## src/rtl/key_edge_and_accelerating_repeat_macros.svh

```systemverilog
// Assertion macros used by the top RTL file of the key repeat block.
`ifndef KEY_EDGE_AND_ACCELERATING_REPEAT_MACROS_SVH
`define KEY_EDGE_AND_ACCELERATING_REPEAT_MACROS_SVH

// The consequent must hold in the same cycle as the antecedent.
`define KAR_ASSERT_SAME(lbl, clk, rstn, ante, cons) \
    lbl: assert property (@(posedge clk) disable iff (!rstn) (ante) |-> (cons)) \
        else $error("key repeat assertion failed");

// The consequent must hold in the cycle after the antecedent.
`define KAR_ASSERT_NEXT(lbl, clk, rstn, ante, cons) \
    lbl: assert property (@(posedge clk) disable iff (!rstn) (ante) |=> (cons)) \
        else $error("key repeat assertion failed");

`endif

```

## src/rtl/kar_pkg.sv

```systemverilog
`default_nettype none

package kar_pkg;

    // Field and register widths.
    localparam int KEY_BITS  = 8;
    localparam int TIMER_W   = 16;
    localparam int IV_W      = 8;
    localparam int CFG_W     = 16;
    localparam int CFG_IDX_W = 3;
    localparam int DIV_CNT_W = $clog2(TIMER_W);

    localparam logic [TIMER_W-1:0] TIMER_MAX = '1;

    // Register indexes of the configuration port.
    localparam logic [CFG_IDX_W-1:0] REG_REPEAT_START = 3'd0;
    localparam logic [CFG_IDX_W-1:0] REG_STAGE_TWO    = 3'd1;
    localparam logic [CFG_IDX_W-1:0] REG_STAGE_THREE  = 3'd2;
    localparam logic [CFG_IDX_W-1:0] REG_STAGE_FOUR   = 3'd3;
    localparam logic [CFG_IDX_W-1:0] REG_INTERVAL_ONE = 3'd4;
    localparam logic [CFG_IDX_W-1:0] REG_INTERVAL_TWO = 3'd5;
    localparam logic [CFG_IDX_W-1:0] REG_INTERVAL_THR = 3'd6;
    localparam logic [CFG_IDX_W-1:0] REG_INTERVAL_FOU = 3'd7;

    // Register reset values.
    localparam logic [TIMER_W-1:0] RST_REPEAT_START = 16'd200;
    localparam logic [TIMER_W-1:0] RST_STAGE_TWO    = 16'd500;
    localparam logic [TIMER_W-1:0] RST_STAGE_THREE  = 16'd1000;
    localparam logic [TIMER_W-1:0] RST_STAGE_FOUR   = 16'd1500;
    localparam logic [IV_W-1:0]    RST_INTERVAL_ONE = 8'd20;
    localparam logic [IV_W-1:0]    RST_INTERVAL_TWO = 8'd5;
    localparam logic [IV_W-1:0]    RST_INTERVAL_THR = 8'd2;
    localparam logic [IV_W-1:0]    RST_INTERVAL_FOU = 8'd1;

    // Repeat configuration as seen by every lane.
    typedef struct packed {
        logic [TIMER_W-1:0] repeat_start;
        logic [TIMER_W-1:0] stage_two;
        logic [TIMER_W-1:0] stage_three;
        logic [TIMER_W-1:0] stage_four;
        logic [IV_W-1:0]    interval_one;
        logic [IV_W-1:0]    interval_two;
        logic [IV_W-1:0]    interval_three;
        logic [IV_W-1:0]    interval_four;
    } kar_cfg_t;

    // Sequencer commands broadcast to the lanes.
    typedef struct packed {
        logic load;   // a tick is accepted: update the hold timer
        logic setup;  // pick the interval and the dividend
        logic step;   // one remainder step
    } kar_lane_ctrl_t;

endpackage

`default_nettype wire

```

## src/rtl/kar_lane.sv

```systemverilog
`default_nettype none

module kar_lane
    import kar_pkg::*;
(
    input  wire logic           aclk,
    input  wire logic           aresetn,
    input  wire kar_lane_ctrl_t ctrl,
    input  wire kar_cfg_t       cfg,
    input  wire logic           key_down,
    input  wire logic           key_press,
    output logic                pulse
);

    logic [TIMER_W-1:0] timer_reg, timer_next;
    logic [TIMER_W-1:0] timer_base;
    logic [TIMER_W-1:0] dvd_reg;
    logic [IV_W-1:0]    iv_reg;
    logic [IV_W-1:0]    rem_reg;
    logic               elig_reg;
    logic [IV_W-1:0]    stage_iv;
    logic [IV_W-1:0]    iv_eff;
    logic [IV_W:0]      trial;
    logic [IV_W:0]      diff;
    logic [IV_W-1:0]    rem_step;

    // Hold timer update: a press restarts it, a released key clears it, a held key counts up and saturates.
    always_comb begin
        timer_base = key_press ? '0 : timer_reg;
        if (!key_down) begin
            timer_next = '0;
        end else if (timer_base == TIMER_MAX) begin
            timer_next = timer_base;
        end else begin
            timer_next = timer_base + 1'b1;
        end
    end

    // Stage selection, latest threshold first; a zero interval acts as one.
    always_comb begin
        if (timer_reg >= cfg.stage_four) begin
            stage_iv = cfg.interval_four;
        end else if (timer_reg >= cfg.stage_three) begin
            stage_iv = cfg.interval_three;
        end else if (timer_reg >= cfg.stage_two) begin
            stage_iv = cfg.interval_two;
        end else begin
            stage_iv = cfg.interval_one;
        end
        iv_eff = (stage_iv == '0) ? IV_W'(1) : stage_iv;
    end

    // One restoring remainder step: shift in the next dividend bit, subtract if it fits.
    always_comb begin
        trial    = {rem_reg, dvd_reg[TIMER_W-1]};
        diff     = trial - {1'b0, iv_reg};
        rem_step = diff[IV_W] ? trial[IV_W-1:0] : diff[IV_W-1:0];
    end

    always_ff @(posedge aclk) begin
        if (!aresetn) begin
            timer_reg <= '0;
            elig_reg  <= 1'b0;
        end else begin
            if (ctrl.load) begin
                timer_reg <= timer_next;
            end
            if (ctrl.setup) begin
                elig_reg <= key_down && (timer_reg >= cfg.repeat_start);
            end
        end
    end

    // Remainder datapath.
    always_ff @(posedge aclk) begin
        if (ctrl.setup) begin
            dvd_reg <= timer_reg - cfg.repeat_start;
            iv_reg  <= iv_eff;
            rem_reg <= '0;
        end else if (ctrl.step) begin
            dvd_reg <= {dvd_reg[TIMER_W-2:0], 1'b0};
            rem_reg <= rem_step;
        end
    end

    assign pulse = elig_reg && (rem_reg == '0);

endmodule

`default_nettype wire

```

## src/rtl/kar_merge.sv

```systemverilog
`default_nettype none

module kar_merge
    import kar_pkg::*;
#(
    parameter int LANES = 8
) (
    input  wire logic                aclk,
    input  wire logic                aresetn,
    input  wire logic                push,
    input  wire logic [KEY_BITS-1:0] press_bits,
    input  wire logic [KEY_BITS-1:0] release_bits,
    input  wire logic [LANES-1:0]    lane_pulse,
    output logic                     can_push,
    output logic                     m_valid,
    input  wire logic                m_ready,
    output logic [KEY_BITS-1:0]      m_pressed_keys,
    output logic [KEY_BITS-1:0]      m_released_keys,
    output logic [KEY_BITS-1:0]      m_repeat_pulses
);

    logic                out_valid_reg;
    logic [KEY_BITS-1:0] pressed_reg;
    logic [KEY_BITS-1:0] released_reg;
    logic [KEY_BITS-1:0] pulses_reg;

    // The output register takes a new result once its current one is gone.
    assign can_push = !out_valid_reg || m_ready;

    always_ff @(posedge aclk) begin
        if (!aresetn) begin
            out_valid_reg <= 1'b0;
        end else if (push) begin
            out_valid_reg <= 1'b1;
        end else if (m_ready) begin
            out_valid_reg <= 1'b0;
        end
    end

    // Gather the press and release bits and the lane pulses into one result word.
    always_ff @(posedge aclk) begin
        if (push) begin
            pressed_reg  <= press_bits;
            released_reg <= release_bits;
            pulses_reg   <= KEY_BITS'(lane_pulse);
        end
    end

    assign m_valid         = out_valid_reg;
    assign m_pressed_keys  = pressed_reg;
    assign m_released_keys = released_reg;
    assign m_repeat_pulses = pulses_reg;

endmodule

`default_nettype wire

```

## src/rtl/key_edge_and_accelerating_repeat.sv

```systemverilog
// Key edge detector with accelerating auto-repeat.
// Input channel (s_valid/s_ready, s_key_levels): one transfer per millisecond
// tick with the levels of up to eight keys. Output channel (m_valid/m_ready):
// one transfer per tick with press edges, release edges and repeat pulses.
// Configuration is a plain write port (cfg_we, cfg_index, cfg_wdata) holding
// the repeat thresholds and intervals; write it only while the block is idle.
// Each key has a lane with its own hold timer and a bit-serial remainder unit.
// A tick passes from its input transfer through the timer update, the stage
// selection and 16 one-bit remainder steps before its result is shown on
// m_valid. A new tick is taken only once the current one has reached the
// output register; s_ready stays low while the remainder loop runs.
// While the output register still holds an untaken result, the finished tick
// waits in the lanes and s_ready stays low until the output register frees.
// Reset clears all hold timers and the previous key levels and loads the
// default thresholds (200, 500, 1000, 1500) and intervals (20, 5, 2, 1).
`default_nettype none

`include "key_edge_and_accelerating_repeat_macros.svh"

module key_edge_and_accelerating_repeat
    import kar_pkg::*;
#(
    parameter int NUM_KEYS = 8
) (
    input  wire logic                 aclk,
    input  wire logic                 aresetn,
    input  wire logic                 cfg_we,
    input  wire logic [CFG_IDX_W-1:0] cfg_index,
    input  wire logic [CFG_W-1:0]     cfg_wdata,
    input  wire logic                 s_valid,
    output logic                      s_ready,
    input  wire logic [KEY_BITS-1:0]  s_key_levels,
    output logic                      m_valid,
    input  wire logic                 m_ready,
    output logic [KEY_BITS-1:0]       m_pressed_keys,
    output logic [KEY_BITS-1:0]       m_released_keys,
    output logic [KEY_BITS-1:0]       m_repeat_pulses
);

    // Only the first NUM_KEYS keys, at most the field width, are visible; further keys never go down.
    localparam int Lanes = (NUM_KEYS < KEY_BITS) ? NUM_KEYS : KEY_BITS;
    localparam logic [KEY_BITS-1:0] KeyMask = KEY_BITS'((2 ** Lanes) - 1);

    localparam logic [1:0] ST_IDLE  = 2'd0;
    localparam logic [1:0] ST_SETUP = 2'd1;
    localparam logic [1:0] ST_DIV   = 2'd2;
    localparam logic [1:0] ST_DONE  = 2'd3;

    logic [1:0]           state_reg, state_next;
    logic [DIV_CNT_W-1:0] count_reg;
    logic [KEY_BITS-1:0]  last_reg;
    logic [KEY_BITS-1:0]  press_reg;
    logic [KEY_BITS-1:0]  release_reg;
    logic [KEY_BITS-1:0]  cur;
    logic [KEY_BITS-1:0]  press_now;
    kar_cfg_t             cfg_reg;
    kar_lane_ctrl_t       lane_ctrl;
    logic [Lanes-1:0]     lane_pulse;
    logic                 accept;
    logic                 can_push;
    logic                 push;

    // Configuration registers.
    always_ff @(posedge aclk) begin
        if (!aresetn) begin
            cfg_reg.repeat_start   <= RST_REPEAT_START;
            cfg_reg.stage_two      <= RST_STAGE_TWO;
            cfg_reg.stage_three    <= RST_STAGE_THREE;
            cfg_reg.stage_four     <= RST_STAGE_FOUR;
            cfg_reg.interval_one   <= RST_INTERVAL_ONE;
            cfg_reg.interval_two   <= RST_INTERVAL_TWO;
            cfg_reg.interval_three <= RST_INTERVAL_THR;
            cfg_reg.interval_four  <= RST_INTERVAL_FOU;
        end else if (cfg_we) begin
            case (cfg_index)
                REG_REPEAT_START: cfg_reg.repeat_start   <= cfg_wdata;
                REG_STAGE_TWO:    cfg_reg.stage_two      <= cfg_wdata;
                REG_STAGE_THREE:  cfg_reg.stage_three    <= cfg_wdata;
                REG_STAGE_FOUR:   cfg_reg.stage_four     <= cfg_wdata;
                REG_INTERVAL_ONE: cfg_reg.interval_one   <= cfg_wdata[IV_W-1:0];
                REG_INTERVAL_TWO: cfg_reg.interval_two   <= cfg_wdata[IV_W-1:0];
                REG_INTERVAL_THR: cfg_reg.interval_three <= cfg_wdata[IV_W-1:0];
                REG_INTERVAL_FOU: cfg_reg.interval_four  <= cfg_wdata[IV_W-1:0];
                default: ;
            endcase
        end
    end

    // Edge detection against the previous tick.
    assign cur       = s_key_levels & KeyMask;
    assign press_now = cur & ~last_reg;
    assign s_ready   = (state_reg == ST_IDLE);
    assign accept    = s_valid && s_ready;
    assign push      = (state_reg == ST_DONE) && can_push;

    always_ff @(posedge aclk) begin
        if (!aresetn) begin
            last_reg <= '0;
        end else if (accept) begin
            last_reg <= cur;
        end
    end

    always_ff @(posedge aclk) begin
        if (accept) begin
            press_reg   <= press_now;
            release_reg <= ~cur & last_reg & KeyMask;
        end
    end

    // Sequencer shared by all lanes.
    always_comb begin
        state_next = state_reg;
        case (state_reg)
            ST_IDLE:  if (accept) begin
                state_next = ST_SETUP;
            end
            ST_SETUP: state_next = ST_DIV;
            ST_DIV:   if (count_reg == '1) begin
                state_next = ST_DONE;
            end
            ST_DONE:  if (can_push) begin
                state_next = ST_IDLE;
            end
            default:  state_next = ST_IDLE;
        endcase
    end

    always_ff @(posedge aclk) begin
        if (!aresetn) begin
            state_reg <= ST_IDLE;
            count_reg <= '0;
        end else begin
            state_reg <= state_next;
            if (state_reg == ST_DIV) begin
                count_reg <= count_reg + 1'b1;
            end else begin
                count_reg <= '0;
            end
        end
    end

    assign lane_ctrl.load  = accept;
    assign lane_ctrl.setup = (state_reg == ST_SETUP);
    assign lane_ctrl.step  = (state_reg == ST_DIV);

    // One lane per visible key.
    for (genvar i = 0; i < Lanes; i++) begin : g_lane
        kar_lane u_lane (
            .aclk      (aclk),
            .aresetn   (aresetn),
            .ctrl      (lane_ctrl),
            .cfg       (cfg_reg),
            .key_down  (lane_ctrl.load ? cur[i] : last_reg[i]),
            .key_press (press_now[i]),
            .pulse     (lane_pulse[i])
        );
    end

    kar_merge #(
        .LANES (Lanes)
    ) u_merge (
        .aclk            (aclk),
        .aresetn         (aresetn),
        .push            (push),
        .press_bits      (press_reg),
        .release_bits    (release_reg),
        .lane_pulse      (lane_pulse),
        .can_push        (can_push),
        .m_valid         (m_valid),
        .m_ready         (m_ready),
        .m_pressed_keys  (m_pressed_keys),
        .m_released_keys (m_released_keys),
        .m_repeat_pulses (m_repeat_pulses)
    );

    // A tick transfer always starts the lane sequence.
    `KAR_ASSERT_NEXT(a_accept_setup, aclk, aresetn, accept, state_reg == ST_SETUP)
    // A finished tick that cannot leave keeps waiting.
    `KAR_ASSERT_NEXT(a_done_hold, aclk, aresetn, (state_reg == ST_DONE) && !can_push,
        state_reg == ST_DONE)
    // A key never goes both down and up in the same tick.
    `KAR_ASSERT_SAME(a_edge_excl, aclk, aresetn, m_valid,
        (m_pressed_keys & m_released_keys) == '0)
    // Only a key that is down now can emit a repeat pulse.
    `KAR_ASSERT_SAME(a_pulse_down, aclk, aresetn, push,
        (KEY_BITS'(lane_pulse) & ~last_reg) == '0)

endmodule

`default_nettype wire
```

## config.mk

```make
export PLATFORM = sky130hd
export DESIGN_NAME = key_edge_and_accelerating_repeat
export DESIGN_NICKNAME = d
export VERILOG_FILES = /design/src/rtl/kar_pkg.sv /design/src/rtl/kar_lane.sv /design/src/rtl/kar_merge.sv /design/src/rtl/key_edge_and_accelerating_repeat.sv
export VERILOG_INCLUDE_DIRS = /design/src /design/src/rtl
export SDC_FILE = /design/constraint.sdc
export NUM_CORES = 2
export LEC_CHECK = 0
export BUFFER_PORTS_ARGS = -buffer_cell sky130_fd_sc_hd__buf_2
export CORE_ASPECT_RATIO = 1.2
export CORE_UTILIZATION = 40
export CTS_CLUSTER_DIAMETER = 40
export DETAILED_ROUTE_END_ITERATION = 16
export GPL_TIMING_DRIVEN = 0
export PLACE_DENSITY = 0.53
export SLEW_MARGIN = 20
export SYNTH_ARGS = -nofsm -noshare
export SYNTH_HDL_FRONTEND = slang
export SYNTH_SLANG_ARGS = --single-unit
```

## constraint.sdc

```tcl
create_clock -name aclk -period 3.76 [get_ports aclk]
set_input_delay 0.564 -clock aclk [delete_from_list [all_inputs] [get_ports aclk]]
set_output_delay 0.564 -clock aclk [all_outputs]
set_load 0.02 [all_outputs]
```

==> impl_results.md <==
- Global-route wire length before repair: 241 mm
- Non-filler instance count after layout: approximately 6400
- Final Hold Viols: 0
- Met3 capacity usage during global routing: 0.0504
- P&R area growth vs syn: 17.0%
- Async S/R FF share, synth: 0
- PnR worst setup slack: 0.0110 ns
- Warnings from Yosys: 0
- Most common library cell in the layout ignoring fill and taps: ha_1
- Hold Path Depth: 3
- Number of buffers added by the clock tree synthesis step: 104
- Row count: approximately 130
- Area of the multi-input gates: 0.0273 mm²
- Power, Total: about 28000 µW
- Post-placement cell area: 0.0441 mm²
- Most instantiated flip-flop cell in the synthesis netlist: dfxtp_1
- Worst path arrival time: 4.30 ns
- CP Launch Type: flip-flop
- Global routing met2 resource utilization: 0.510
- Hold wc startpoint: cfg_wdata[15]
- Clk Tree Root Cell: clkbuf_16
- Number of optimization iterations in the first detailed-route pass: 6
- Number of register bits inferred by synthesis: between 500 and 600
- Worst min-delay path category: input pin to flip-flop
- CTS max path bufs: 3
- Headroom to the max-slew limit: 0.137
- Initial Utilization: 0.405
- Synthesized area divided by synthesized cell count: roughly 9 µm²
- DP HPWL: between 100 and 150 mm
- Commonest cells after routing, fill and taps aside: ha_1 (586), nand2_1 (496), nor2_1 (358), a21oi_1 (334), dfxtp_1 (304)
- Number of nets with antenna violations after routing: 0
- Final wirelength: ~170 mm
- Final GP Congestion: approximately 0.98
- Post-synthesis net count: 5380
- Detailed-route via count: 38400
- Pin count of the biggest net entering global routing: 53
- Crit Path Category: flip-flop to flip-flop
- Post-route cell area: 0.0490 mm²
- Share of final-layout standard cells stronger than drive strength 1: 0.117
- Source-to-sink clock delay at the later pin of the worst-skew pair: 0.74 ns
- Via count of the first global-routing pass: 36100
- Endpoint of the worst hold-timing path: cfg_reg[95]
- End of the worst register-to-register path: g_lane[5].u_lane.iv_reg[0]
- Period utilisation layout: 0.997
- Placed cells: 6172
- Internal reg-to-reg setup slack: between 0.01 and 0.015 ns
- Antenna violations before repair: 14
- Iteration-0 DRC Markers: 3265
- TritonCTS clock tree: done
- Static Leak: 0.0208 µW
- Tightest Pin Transition: between 1 and 1.5 ns
- Number of buffers inserted for hold repair after clock tree synthesis: 0
- Setup Skew: 0.0365 ns
- Max Fclk: 267 MHz
- Setup TNS: 0 ns
- Number of pins with negative max-slew slack in the final report: 0
- Gr ovfl total: 0
- DRC errors left: 0
- Syn Std Cell Area: 0.0419 mm²
- Count of fill cells added during filler insertion: 10100
- Worst Setup End Kind: flip-flop
- CTS Sinks: 543
- Cell variety after synth: 90
- Y dimension of the die: 357 µm
- Clock-pin slew on the worst setup and hold paths: 0.06 ns
- R2r worst-path depth: 13
- Total power density per cell area: 576 mW/mm²
- Core footprint: 0.103 mm²
- H-tree levels: 3
- Die W: 297 µm
- DR WL/cell: 25.8 µm
- Number of nets in the final layout: 5610
- Pre-CTS WS: -1.07 ns
- Max Fanout on Critical Path: 5
- Part of the Yosys area used for sequential elements: 0.315
- Launch point of the worst reg-to-reg path: cfg_reg[61]
- Number of vias per cell after detailed routing: 5.95
- Peak supply drop: roughly 0.5 mV
- Total track usage: 0.309
- Gr busiest metal: met2
- Total I/O pin count: between 50 and 60
- Met1 capacity usage during global routing: 0.372
- Unrepaired setup endpoints after global routing: yes
- Count of maximum capacitance violations: 0
- Die ar.: 0.106 mm²
- Count of flip-flops with a built-in enable after synthesis: 232
- Final min period: about 3.7 ns
- Final setup violating endpoints: 0
- Combined flip-flop and latch cell area: ~0.013 mm²
- Post-Syn Instances: 4743
- IO buf count: 45
- Worst endpoint required time: around 4.3 ns
- Status: complete, no violations
per-stage QoR:
stage           util  hold WS [ns]
6_report       0.474         0.125
5_1_grt        0.474         0.131
4_1_cts        0.469        0.0917
3_5_place_dp   0.426         0.405
3_3_place_gp   0.424         0.402
2_1_floorplan      -         0.400
per-layer routing:
| layer | wire length (µm) | share of wire |
|---|---|---|
| met1 | 66500 | 0.40 |
| met2 | 76500 | 0.46 |
| met3 | 11900 | 0.071 |
| met4 | 11700 | 0.070 |
| met5 | 13 | 0.000078 |
timing repair:
action,in CTS,in global routing
resized for setup,46,54
pin swaps,4,4
buffers inserted,39,31
endpoints found under the setup margin,109,40
endpoints found under the hold margin,0,0
where the power goes:
part           total [µW]  switching (µW)  internal [µW]
Combinational        9360            6020           3340
Clock               10100            3700           6360
Sequential           8840             656           8190
Total               28300           10400          17900
cells in the mapped netlist (all sizes together) (12+ instances only):
library cell,n,area [µm²]
nor2b,71,444
dfxtp,311,6230
nor3,108,552
a211oi,77,578
a21o,131,983
a21boi,16,120
a221oi,16,140
ha,589,7370
a22oi,66,500
nand3,122,611
mux2i,105,1050
fa,16,320
nand2,497,1870
a21oi,341,1710
xnor2,100,936
nor2,359,1350
inv,242,911
a31oi,52,325
o41ai,16,163
and2,18,115
buf,59,269
xor2,85,744
o21ai,262,1320
nand4,82,513
nor4,42,275
nand2b,82,518
o21bai,14,105
o21a,15,113
o31ai,42,384
a22o,12,105
o211ai,67,503
nand3b,24,180
clkbuf,124,475
mux2,91,1020
edfxtp,232,6970
or4,24,180
and3,42,263
o221ai,40,363
or2,23,144
and4,15,131
worst max-delay path: stages, from the launching register on:
cell and delay (ns):
dfxtp_2 0.35, clkinvlp_4 0.25, buf_4 0.23, ha_1 0.33
a211oi_2 0.23, nor2_1 0.07, a211oi_1 0.21, o21ai_0 0.14
a41oi_2 0.49, buf_6 0.19, nand3b_1 0.11, o221ai_2 0.16
or4_4 0.53, o31ai_4 0.27
cell type report:
class                      instances  area share
antenna                            6    0.000306
clock inverter                    75      0.0185
tap                             1375      0.0351
multi-input combinational       3773       0.557
timing repair buffer             124      0.0252
sequential                       543       0.269
buffer                           183      0.0164
clock buffer                     123      0.0581
inverter                         244      0.0204
cells by family after synthesis:
logic type      Yosys count  synth area share
flops                   543             0.315
xor+xnor                185            0.0401
simple gates           1544             0.178
compound gates         1243             0.194
mux                     196            0.0495
fa+ha+maj               605             0.184
buf+inv                 427            0.0397
worst max path at each step:
stage	from	endpoint	slack [ns]	depth (start not counted)
after global placement	state_reg[1]	g_lane[1].u_lane.dvd_reg[15]	-2.21	7
after global routing	cfg_reg[61]	g_lane[5].u_lane.iv_reg[0]	-0.03	13
final	cfg_reg[61]	g_lane[5].u_lane.iv_reg[0]	0.01	13
after floorplan	state_reg[0]	g_lane[0].u_lane.dvd_reg[0]	0.02	2
after CTS	cfg_reg[82]	g_lane[7].u_lane.dvd_reg[12]	0.00007	11
after detailed placement	cfg_reg[81]	g_lane[6].u_lane.dvd_reg[15]	-1.07	12
No activity file was read; power rests on OpenSTA's default activity.
